File: config.mk
export PLATFORM = sky130hd
export DESIGN_NAME = tsqb_front
export DESIGN_NICKNAME = d
export VERILOG_FILES = /design/src/tsqb_pkg.sv /design/src/tsqb_front.sv
export SDC_FILE = /design/constraint.sdc
export NUM_CORES = 1
export LEC_CHECK = 0
export BUFFER_PORTS_ARGS = -buffer_cell sky130_fd_sc_hd__buf_2
export CORE_AREA = 2 2 103 145
export CTS_BUF_LIST = sky130_fd_sc_hd__clkbuf_16
export CTS_CLUSTER_SIZE = 25
export DETAILED_ROUTE_END_ITERATION = 8
export DIE_AREA = 0 0 105 147
export GPL_TIMING_DRIVEN = 0
export SYNTH_ARGS = -nofsm -noshare
export SYNTH_HDL_FRONTEND = slang
export SYNTH_SLANG_ARGS = --single-unit
File: constraint.sdc
create_clock -name clk -period 12.11 [get_ports clk]
set_input_delay 2.422 -clock clk [delete_from_list [all_inputs] [get_ports clk]]
set_output_delay 2.422 -clock clk [all_outputs]
set_load 0.02 [all_outputs]
File: src/tsqb_pkg.sv
// Shared types and constants for the threshold select block with quintic blend.
// Depends on nothing; every other file refers to it by scoped names.
package tsqb_pkg;

  localparam int SAMPLE_BITS = 16;
  localparam int FRAC_BITS = 16;

  typedef logic signed [SAMPLE_BITS-1:0] sample_t;
  typedef logic [SAMPLE_BITS-2:0] falloff_t;
  typedef logic [FRAC_BITS-1:0] frac_t;
  typedef logic [FRAC_BITS:0] fade_t;

  typedef enum logic [1:0] {
    MODE_LOW,
    MODE_HIGH,
    MODE_BLEND
  } mode_t;

  typedef enum logic {
    REG_THRESHOLD = 1'b0,
    REG_FALLOFF   = 1'b1
  } reg_index_t;

  typedef struct packed {
    mode_t   mode;
    sample_t lo;
    sample_t hi;
  } side_t;

endpackage

File: src/tsqb_front.sv
// Input stage: compares the control sample against the band edges and forms the
// distance from the lower edge. Depends on tsqb_pkg.
module tsqb_front (
  input  logic                 clk,
  input  logic                 rst,
  input  logic                 adv,
  input  logic                 in_vld,
  input  tsqb_pkg::sample_t    control_value,
  input  tsqb_pkg::sample_t    low_value,
  input  tsqb_pkg::sample_t    high_value,
  input  tsqb_pkg::sample_t    threshold,
  input  tsqb_pkg::falloff_t   falloff,
  output logic                 out_vld,
  output tsqb_pkg::side_t      out_side,
  output logic [tsqb_pkg::SAMPLE_BITS-1:0] offset,
  output logic                 sat
);

  localparam int SB = tsqb_pkg::SAMPLE_BITS;
  localparam int EW = SB + 2;

  logic signed [EW-1:0] n_ext;
  logic signed [EW-1:0] thr_ext;
  logic signed [EW-1:0] fo_ext;
  logic signed [EW-1:0] upper;
  logic signed [EW-1:0] lower;
  logic signed [EW-1:0] d_full;
  tsqb_pkg::mode_t      mode_next;

  assign n_ext   = EW'(control_value);
  assign thr_ext = EW'(threshold);
  assign fo_ext  = $signed(EW'(falloff));
  assign upper   = thr_ext + fo_ext;
  assign lower   = thr_ext - fo_ext;
  assign d_full  = n_ext - lower;

  always_comb begin
    if (n_ext > upper) begin
      mode_next = tsqb_pkg::MODE_HIGH;
    end else if (n_ext < lower) begin
      mode_next = tsqb_pkg::MODE_LOW;
    end else if (falloff == '0) begin
      mode_next = tsqb_pkg::MODE_LOW;
    end else begin
      mode_next = tsqb_pkg::MODE_BLEND;
    end
  end

  always_ff @(posedge clk) begin
    if (rst) begin
      out_vld <= 1'b0;
    end else if (adv) begin
      out_vld <= in_vld;
    end
  end

  always_ff @(posedge clk) begin
    if (adv) begin
      out_side.mode <= mode_next;
      out_side.lo   <= low_value;
      out_side.hi   <= high_value;
      offset        <= d_full[SB-1:0];
      sat           <= (n_ext == upper);
    end
  end

`ifndef NO_ASSERTIONS
  a_band_distance: assert property (@(posedge clk) disable iff (rst)
    out_vld && out_side.mode == tsqb_pkg::MODE_BLEND && !sat
      |-> offset < {falloff, 1'b0})
    else $error("blend request with distance outside the band");
`endif

endmodule

== Yosys cells after proc, flatten, opt, wreduce, memory -nomap -nowiden ==
Cells that the tools add are included.

* Register bits after elaboration: 52

* $add $sub $neg: 3
* $lt $le $gt $ge: 2
* Equal/unequal tests: 1
* Mux-type cells: 2
* Reductions and logical operators: 2

{| class="wikitable"
|+ Operator list
! operator !! number
|-
| 16-bit by 16-bit adder with 17-bit output || 1
|-
| 16-bit by 17-bit == test with 1-bit output || 1
|-
| 16-bit by 17-bit greater-than comparator with 1-bit output || 1
|-
| 16-bit by 17-bit < comparator with 1-bit output || 1
|-
| 16-bit by 16-bit subtractor with 17-bit output || 1
|-
| 16-bit subtractor || 1
|-
| 15-bit logical NOT || 1
|-
| 2-bit two-way mux || 1
|-
| 2-bit OR reduction || 1
|-
| 1-bit two-way mux || 1
|}

== Longest topological paths before layout ==
Gate-level depths: netlist (run 1).

* Depth in word-level cells: 3
* Mapped depth: 18
* Mapped depth without buffers: 18

== Least setup slack after synthesis (run 1) ==
No wires, ideal clock.

* Kind: input port to flip-flop
* From: input falloff[2]
* To: register out_side[33] (netlist name) (data pin)
* Data arrival time: 5,705 ps
* Path slack: 6,229 ps
* Stages on the path: 14
* Buffers on the path: 1
* Path through: inv_1 > ha_1 > buf_6 > or4_4 > and3_4 > o41a_1 > o31ai_1 > a311oi_1 > ha_1 > nand4_1 > o41ai_1 > mux2i_1 > nor2_1 > nor4_1

* Word-level cells in the longest chain between the ends: 3
* Elaborated cells on any way between the ends: 7
* Classes of those cells: add/sub (2); order compare (2); mux (1); reduce/logical (2)

{| class="wikitable"
|+ RTL lines
! what !! line !! RTL
|-
| start: declaration || tsqb_front.sv:12 || <nowiki>input tsqb_pkg::falloff_t falloff,</nowiki>
|-
| 16-bit by 16-bit adder with 17-bit output / 16-bit by 16-bit subtractor with 17-bit output (equally long branches) || tsqb_front.sv:33, tsqb_front.sv:34 ||
|-
| 16-bit by 17-bit greater-than comparator with 1-bit output / 16-bit by 17-bit < comparator with 1-bit output (equally long branches) || tsqb_front.sv:38, tsqb_front.sv:40 ||
|-
| 2-bit OR reduction (no line) || n/a ||
|-
| end: declaration || tsqb_front.sv:14 || <nowiki>output tsqb_pkg::side_t out_side,</nowiki>
|}

Parallel ways exist; a longest one is shown, timed or not.
A chain may end at the register's enable or synchronous reset.

== Final worst setup path (run 1) ==
Same ends and word-level chain as after synthesis.

==> results of run 1 <==
## critical path, cell delays in order
cell,delay (ns)
buf_2,0.12
inv_1,0.05
ha_1,0.28
buf_6,0.14
or4_4,0.53
and3_4,0.20
o41a_1,0.42
o31ai_1,0.41
a311oi_1,0.21
ha_1,0.32
nand4_1,0.14
o41ai_1,0.57
mux2i_1,0.24
nor2_1,0.08
nor4_1,0.32
## cell type report
cell class                 instances  area (sq um)  share of cell area (%)
clock buffer                       5         125.1                   2.388
multi-input combinational        314          2409                   45.96
sequential                        52          1551                   29.61
antenna                            1         2.502                 0.04776
timing repair buffer             134         670.6                   12.80
clock inverter                     3         42.54                  0.8118
buffer                             8         45.04                  0.8596
inverter                          42         157.7                   3.009
tap                              189         236.5                   4.513
## through the flow
stage / util, % / area (sq um) / cells / setup WS, ns / total power [mW]
final: 36.94 / 5240 / 748 / 5.741 / 0.6797
after global placement: 35.74 / 5070 / 739 / 5.308 / 0.5241
after floorplan: - / 4163 / 416 / 6.229 / 0.4444
after global routing: 36.94 / 5240 / 748 / 5.525 / 0.7272
after CTS: 36.93 / 5238 / 747 / 5.696 / 0.6885
after detailed placement: 35.74 / 5070 / 739 / 5.424 / 0.5297
## sequential cells by signal, indices dropped and copies added (netlist names)
| name | cells |
|---|---|
| out_vld | 1 |
| offset | 16 |
| out_side | 34 |
| sat | 1 |
## kinds of logic (layout without fill, tap and decap cells)
kind of cell	Yosys count	count (layout)
fa+ha+maj	67	67
other cells	0	1
xor+xnor	34	34
flops	52	52
mux	2	2
buf+inv	50	192
compound gates	121	121
simple gates	90	90
## power breakdown
group / leakage [nW] / internal, mW / total [mW] / switching [mW]
Clock: 0.0814 / 0.0970 / 0.155 / 0.0580
Sequential: 0.507 / 0.234 / 0.238 / 0.00479
Combinational: 1.82 / 0.117 / 0.286 / 0.170
## layer usage
metal | up-vias | GRT usage, % | wire (microns)
met5 | - | 0 | 0
met3 | 25 | 2.041 | 571
met2 | 132 | 24.25 | 5080
met1 | 1554 | 14.13 | 4289
li1 | 1806 | - | -
met4 | 0 | 5.867 | 322
## worst min-delay path by stage
stage                 start      end  cells after the start
detailed placement  out_vld  out_vld                      2
finish              out_vld  out_vld                      2
CTS                 out_vld  out_vld                      2
global placement    out_vld  out_vld                      2
floorplan           out_vld  out_vld                      2
global route        out_vld  out_vld                      2
## synthesized netlist by cell type, drive strengths merged (7+ instances only)
| cell type | n |
|---|---|
| a21o | 13 |
| a21oi | 36 |
| edfxtp | 51 |
| ha | 64 |
| inv | 42 |
| nand2 | 14 |
| nor2 | 35 |
| nor3 | 8 |
| nor4 | 7 |
| o21a | 9 |
| o21ai | 24 |
| o21bai | 7 |
| xnor2 | 24 |
| xor2 | 10 |
==> results.json, run 1 <==
{
  "status": "completed",
  "synth_top_cells_by_area": "edfxtp_1, ha_1, xnor2_1",
  "r2r_slack_ns": 11.51,
  "core_sq_um": 14180,
  "endpoint": "out_side[33]",
  "r2r_cells": 2,
  "worst-path-max-fanout": 9,
  "reg2reg_from": "out_vld",
  "initial_utilization_pct": 29.35,
  "numCtsBuffers": 5,
  "tns_ns": 0,
  "hold_violations": 0,
  "drtIter0Drc": 121,
  "nNetsFinal": 707,
  "drive_above_1_share_pct": 26.88,
  "finalWirelength_microns": 10260,
  "hpwl_microns": 8803,
  "antenna_found_initial": 1,
  "cts.sinks": 52,
  "grt_max_degree": 53,
  "netlist_area_sq_um": 4163,
  "fin_skew_ns": 0,
  "synth_flop_cell": "edfxtp_1",
  "hold_slack_ns": 0.5049,
  "slew_headroom_pct": 24.54,
  "grt.total_usage_pct": 12.94,
  "power.leakage_nw": 2.411,
  "rows": 52,
  "ir_drop_mv": 0.09149,
  "cts_max_path_buffers": 2,
  "fmax_mhz": 157.0,
  "timing.final.crit_share_pct": 52.59,
  "drc_errors": 0,
  "io_pins": 135,
  "mostFrequentLayoutCells": "buf_2, ha_1, edfxtp_1",
  "synth-edff-count": 51,
  "start_kind": "input pin",
  "holdCritPathClass": "flip-flop to flip-flop",
  "ys_ff_latch": 52,
  "firstDrtPassIters": 4,
  "avgSynthCellArea_sq_um": 10.01,
  "crit_path_start": "falloff[2]",
  "synthXorXnorAreaFrac_pct": 7.154,
  "yosys.area_share.simple_pct": 10.70,
  "required_ns": 12.20,
  "post_cts_resized": 0,
  "grt_pass1_vias": 3538,
  "wl_per_cell_microns": 13.72,
  "port_buffers": 134,
  "vias": 3517,
  "clockRootBuffer": "clkbuf_16",
  "end_kind": "flip-flop",
  "synth.distinct_cells": 46,
  "setup_viol": 0,
  "synthCells": 416,
  "htreeDepth": 2,
  "synthAdderAreaFrac_pct": 20.68,
  "synth-compound-area-share_pct": 18.85,
  "post-route-min-period_ns": 6.369,
  "rsz0062_at_grt": "false",
  "clock_latency_ns": 0.28,
  "dieArea_sq_um": 15440,
  "yosysSeqAreaShare_pct": 37.27,
  "tightest_slew_ns": 1.132,
  "area_growth_pct": 25.88,
  "synth_nets": 566,
  "synth_top_cell_by_area": "edfxtp_1",
  "drtAntennaViolNets": 0,
  "dieWidth_microns": 105,
  "maxCapViolCount": 0,
  "powerDensity_nw_per_um2": 129.7,
  "synthMuxAreaShare_pct": 0.4809,
  "criticalPathCategory": "input pin to flip-flop",
  "cts_tree": "yes",
  "cts_hold_buf": 0,
  "grt_pass1_wl_microns": 15980,
  "yosysWarnings": 0,
  "mostFrequentLayoutCell": "buf_2",
  "post_cts_buffers": 0,
  "synth_top_family_by_area": "adder cells",
  "gp_congestion": 0.8339,
  "slew_viol_final": 0,
  "reg2reg_to": "out_vld",
  "overflow": 0,
  "fill_cells": 1475,
  "dieHeight_microns": 147,
  "synth_top_cell_area_share_pct": 36.79,
  "clk_pin_slew_ns": 0.06,
  "cp.arrival_ns": 6.46,
  "viasPerCell": 4.702,
  "synthArstFlopShare_pct": 0
}
Note: power is estimated with default switching activity, not from simulation.
==> run 2: changes to the inputs <==
- ABC_AREA: default -> 1
- CORE_AREA: 2 2 103 145 -> 2 2 109 153
- DIE_AREA: 0 0 105 147 -> 0 0 111 155
- clock period: 12.11 -> 6.2 ns (I/O delays scaled with it)
==> results.json, run 2 <==
{
  "status": "completed",
  "synth-edff-count": 51,
  "synth_top_cells_by_area": "edfxtp_1, ha_1, nand2_1",
  "cts.sinks": 52,
  "netlist_area_sq_um": 4683,
  "r2r_slack_ns": 5.61,
  "cp.arrival_ns": 3.97,
  "grt_max_degree": 53,
  "power.switching_mw": 0.5104,
  "largest_reg_flops": 34,
  "drtIter0Drc": 98,
  "mostFrequentLayoutCells": "buf_2, nand2_1, inv_1",
  "tightest_slew_ns": 1.125,
  "power_frac_comb_pct": 46.5,
  "worst-path-max-fanout": 5,
  "cts_tree": "yes",
  "yosys.area_share.simple_pct": 20.71,
  "initial_utilization_pct": 29.46,
  "synthArstFlopShare_pct": 0,
  "fmax_mhz": 254.6,
  "holdCritPathClass": "flip-flop to flip-flop",
  "clockRootBuffer": "clkbuf_16",
  "clock_latency_ns": 0.28,
  "htreeDepth": 2,
  "synthXorXnorAreaFrac_pct": 6.359,
  "use_met2_pct": 26.03,
  "finalWirelength_microns": 11610,
  "setup_viol": 0,
  "required_ns": 6.24,
  "ys_ff_latch": 52,
  "hold_violations": 0,
  "mostFrequentLayoutCell": "buf_2",
  "grt_pass1_vias": 3957,
  "dieWidth_microns": 111,
  "synth.distinct_cells": 43,
  "synth_top_cell_by_area": "edfxtp_1",
  "synth_top_family_by_area": "simple AND/OR/NAND/NOR gates",
  "clk_pin_slew_ns": 0.06,
  "grt_pass1_wl_microns": 18350,
  "maxCapViolCount": 0,
  "yosysSeqAreaShare_pct": 33.13,
  "dieHeight_microns": 155,
  "port_buffers": 134,
  "cts_hold_buf": 0,
  "overflow": 0,
  "fill_cells": 1655,
  "avgSynthCellArea_sq_um": 8.546,
  "n_antenna_cell": 0,
  "rows": 55,
  "yosysWarnings": 0,
  "nNetsFinal": 839,
  "post_cts_buffers": 0,
  "gp_congestion": 0.9308,
  "top_usage_layer": "met2",
  "vias": 4031,
  "timing.final.crit_share_pct": 63.34,
  "cts_max_path_buffers": 2,
  "met3_usage_pct": 1.948,
  "clockPowerShare_pct": 18.6,
  "numCtsBuffers": 5,
  "grt.total_usage_pct": 13.13,
  "core_sq_um": 15900,
  "rsz0062_at_grt": "false",
  "synthMostInstantiatedCell": "nand2_1",
  "io_pins": 135,
  "multi_input_area_sq_um": 2746,
  "reg2reg_from": "out_vld",
  "fin_skew_ns": 0,
  "power.leakage_nw": 2.897,
  "hpwl_microns": 10190,
  "start_kind": "input pin",
  "ir_drop_mv": 0.1956,
  "viasPerCell": 4.534,
  "hold_end": "out_vld",
  "dieArea_sq_um": 17210,
  "area_growth_pct": 22.55,
  "wl_per_cell_microns": 13.06,
  "antenna_found_initial": 0,
  "p_seq_share_pct": 34.9,
  "synth_flop_cell": "edfxtp_1",
  "synthMuxAreaShare_pct": 0.2137,
  "tns_ns": 0,
  "r2r_cells": 2,
  "synthCells": 548,
  "powerDensity_nw_per_um2": 234.3,
  "synthAdderAreaFrac_pct": 18.38,
  "synth_nets": 698,
  "hp-start": "out_vld",
  "drive_above_1_share_pct": 27.83,
  "post-route-min-period_ns": 3.927,
  "reg.largest.list": "out_side (34), offset (16)",
  "slew_viol_final": 0,
  "ff_latch_area_sq_um": 1551,
  "drc_errors": 0,
  "firstDrtPassIters": 4,
  "reg2reg_to": "out_vld",
  "fin_util_pct": 36.10,
  "swShare_pct": 37.96,
  "end_kind": "flip-flop",
  "max_flop_register": "out_side",
  "drtAntennaViolNets": 0,
  "slew_headroom_pct": 25.02,
  "hold_path_depth": 2,
  "post_cts_resized": 0,
  "synth_top_cell_area_share_pct": 32.70,
  "synthTopCellsByCount": "nand2_1, inv_1, ha_1, edfxtp_1, nor2_1",
  "criticalPathCategory": "input pin to flip-flop",
  "grt_util_met1_pct": 13.86,
  "synth-compound-area-share_pct": 12.98,
  "intPower_mw": 0.8341
}
-- run 2: how the worst max path moves through the flow --
stage | startpoint | end
final | threshold[0] | out_side[33]
after global routing | threshold[0] | out_side[33]
after CTS | threshold[0] | out_side[33]
after detailed placement | threshold[0] | out_side[33]
after global placement | threshold[0] | out_side[33]
after floorplan | threshold[0] | out_side[33]
-- run 2: routing by layer --
layer | vias to the layer above | routed length (microns)
met5 | - | 0
met4 | 0 | 336
met3 | 24 | 528
met2 | 133 | 6184
met1 | 1761 | 4561
li1 | 2113 | -
-- run 2: area by class of cell --
class	count	share of cell area, %
inverters	83	5.472
flip-flops and latches	52	27.03
multi-input cells	406	47.85
plain buffers	7	1.243
repair buffers	134	11.69
clock buffers	5	2.180
clock inverters	3	0.1962
well taps	199	4.338
-- run 2: cells by family after synthesis --
logic type / count (synthesis)
simple gates: 218
compound gates: 86
flops: 52
buf+inv: 90
mux: 1
xor+xnor: 34
fa+ha+maj: 67
-- run 2: stage by stage --
stage / instances / power (mW) / hold WS [ns] / area, sq um / worst slack [ns]
after detailed placement: 881 / 1.107 / 0.4879 / 5603 / 1.959
after floorplan: 548 / 0.9235 / 0.5788 / 4683 / 2.448
after global routing: 889 / 1.447 / 0.5365 / 5739 / 2.008
final: 889 / 1.345 / 0.5017 / 5739 / 2.273
after global placement: 881 / 1.099 / 0.4762 / 5603 / 1.953
after CTS: 889 / 1.361 / 0.5024 / 5739 / 2.249
-- run 2: power by group through the flow --
| stage | Clock, mW | Combinational, mW | Sequential (mW) |
|---|---|---|---|
| after floorplan | 0 | 0.370 | 0.554 |
| after global placement | 0 | 0.623 | 0.476 |
| after detailed placement | 0 | 0.629 | 0.477 |
| after CTS | 0.260 | 0.631 | 0.470 |
| after global routing | 0.273 | 0.700 | 0.474 |
| final | 0.251 | 0.625 | 0.469 |
-- run 2: worst max-delay path, stage by stage --
cell      delay, ns
buf_2          0.11
inv_1          0.05
ha_1           0.13
inv_1          0.07
fa_1           0.41
nand3_1        0.10
nand3_2        0.11
a21oi_4        0.23
o21bai_2       0.10
nand2_1        0.08
nand2_1        0.05
nand2_1        0.06
nand2_1        0.05
ha_1           0.34
a21oi_1        0.19
o21ai_0        0.16
a21oi_1        0.19
nand2_1        0.07
nand2_1        0.06
nand2_1        0.06
inv_1          0.05
nor2_1         0.04
==> run 3: changes to the inputs <==
- clock period: 6.2 -> 3.4 ns (I/O delays scaled with it)
==> results.json, run 3 (synthesis results as in run 2) <==
{
  "largest_reg_flops": 34,
  "dieArea_sq_um": 17210,
  "cts_tree": "yes",
  "wl_per_cell_microns": 13.20,
  "grt.total_usage_pct": 13.13,
  "end_kind": "flip-flop",
  "slew_viol_final": 0,
  "required_ns": 3.43,
  "clk_pin_slew_ns": 0.06,
  "maxCapViolCount": 0,
  "power_frac_comb_pct": 48.0,
  "tightest_slew_ns": 1.121,
  "start_kind": "input pin",
  "initial_utilization_pct": 29.46,
  "reg.largest.list": "out_side (34), offset (16)",
  "ir_drop_mv": 0.3588,
  "power.switching_mw": 0.9587,
  "post-route-cell-area_sq_um": 5921,
  "fmax_mhz": 306.3,
  "antenna_found_initial": 0,
  "cts.sinks": 52,
  "mostFrequentLayoutCells": "buf_2, nand2_1, inv_1",
  "drtIter0Drc": 87,
  "cts_max_path_buffers": 2,
  "overflow": 0,
  "area_growth_pct": 26.42,
  "clock_latency_ns": 0.28,
  "rows": 55,
  "finalWirelength_microns": 11880,
  "htreeDepth": 2,
  "gp_congestion": 0.9308,
  "grt_max_degree": 53,
  "drive_above_1_share_pct": 32.52,
  "setup_viol": 0,
  "drc_errors": 0,
  "cts_hold_buf": 0,
  "firstDrtPassIters": 4,
  "finalWorstSetupSlack_ns": 0.1351,
  "total_power_mw": 2.523,
  "fin_util_pct": 37.25,
  "slew_headroom_pct": 25.25,
  "n_antenna_cell": 0,
  "status": "completed",
  "clockRootBuffer": "clkbuf_16",
  "dieHeight_microns": 155,
  "nNetsFinal": 850,
  "io_pins": 135,
  "grt_pass1_vias": 3957,
  "post-route-min-period_ns": 3.265,
  "drtAntennaViolNets": 0,
  "hpwl_microns": 10190,
  "holdCritPathClass": "flip-flop to flip-flop",
  "power.leakage_nw": 2.960,
  "intPower_mw": 1.565,
  "p_seq_share_pct": 33.9,
  "preCtsSetupSlack_ns": -0.2813,
  "fill_cells": 1657,
  "core_sq_um": 15900,
  "numCtsBuffers": 5,
  "mostFrequentLayoutCell": "buf_2",
  "port_buffers": 134,
  "grt_pass1_wl_microns": 18350,
  "hold_violations": 0,
  "powerDensity_nw_per_um2": 426.2,
  "vias": 4085,
  "worst-path-max-fanout": 4,
  "clockPowerShare_pct": 18.1,
  "viasPerCell": 4.539,
  "max_flop_register": "out_side",
  "fin_skew_ns": 0,
  "cp.arrival_ns": 3.30,
  "dieWidth_microns": 111,
  "place_area_sq_um": 5603,
  "criticalPathCategory": "input pin to flip-flop",
  "swShare_pct": 37.99,
  "hold_slack_ns": 0.5017,
  "timing.final.crit_share_pct": 96.03
}
==> run 3: cell types whose count changed in the layout (fill, tap and decap cells not counted), sizes merged <==
| cell | change |
|---|---|
| buf | +11 |
==> run 3: layout make-up <==
cell class | count | area [sq um] | share of cell area [%]
clock buffers | 5 | 125.1 | 2.113
plain buffers | 7 | 71.32 | 1.205
multi-input cells | 406 | 2845 | 48.06
clock inverters | 3 | 11.26 | 0.1902
well taps | 199 | 249.0 | 4.205
inverters | 83 | 314.1 | 5.304
repair buffers | 145 | 753.2 | 12.72
flip-flops and latches | 52 | 1551 | 26.20
==> run 3: routing by layer <==
layer,wire length (microns),vias to the layer above,track usage [%]
li1,-,2136,-
met1,4617,1802,13.86
met2,6430,125,26.03
met3,503,22,1.948
met4,326,0,4.881
met5,0,-,0
==> run 3: per-stage QoR <==
step,setup TNS (ns),cells
finish,0,900
global placement,-1.261,881
CTS,0,889
detailed placement,-1.220,881
global route,-0.07513,900
floorplan,0,548
==> run 3: power groups by stage <==
stage / combinational (mW) / sequential [mW] / clock, mW
finish: 1.21 / 0.855 / 0.456
global route: 1.35 / 0.865 / 0.498
CTS: 1.15 / 0.857 / 0.475
detailed placement: 1.15 / 0.871 / 0
global placement: 1.14 / 0.868 / 0
floorplan: 0.674 / 1.01 / 0
==> run 3: final timing paths <==
check	startpoint	to	slack, ns	depth (start not counted)
min reg2reg	out_vld	out_vld	0.50	2
max reg2reg	out_vld	out_vld	2.81	2
max	threshold[0]	offset[15]	0.14	16
min	out_vld	out_vld	0.50	2
==> run 3: timing repair <==
item	CTS	global route
hold endpoints to repair	0	0
setup endpoints to repair	0	6
gates resized for setup	0	29
buffers inserted	0	11
==> run 3: worst max-delay path, stage by stage <==
cell,delay (ns)
buf_2,0.12
inv_1,0.05
ha_1,0.15
inv_2,0.06
fa_2,0.38
nand3_2,0.10
nand3_4,0.08
a21oi_4,0.23
o21bai_2,0.10
xor2_1,0.15
ha_1,0.36
a21oi_2,0.20
a21boi_0,0.19
nand3_1,0.17
a21oi_2,0.18
xor2_1,0.07
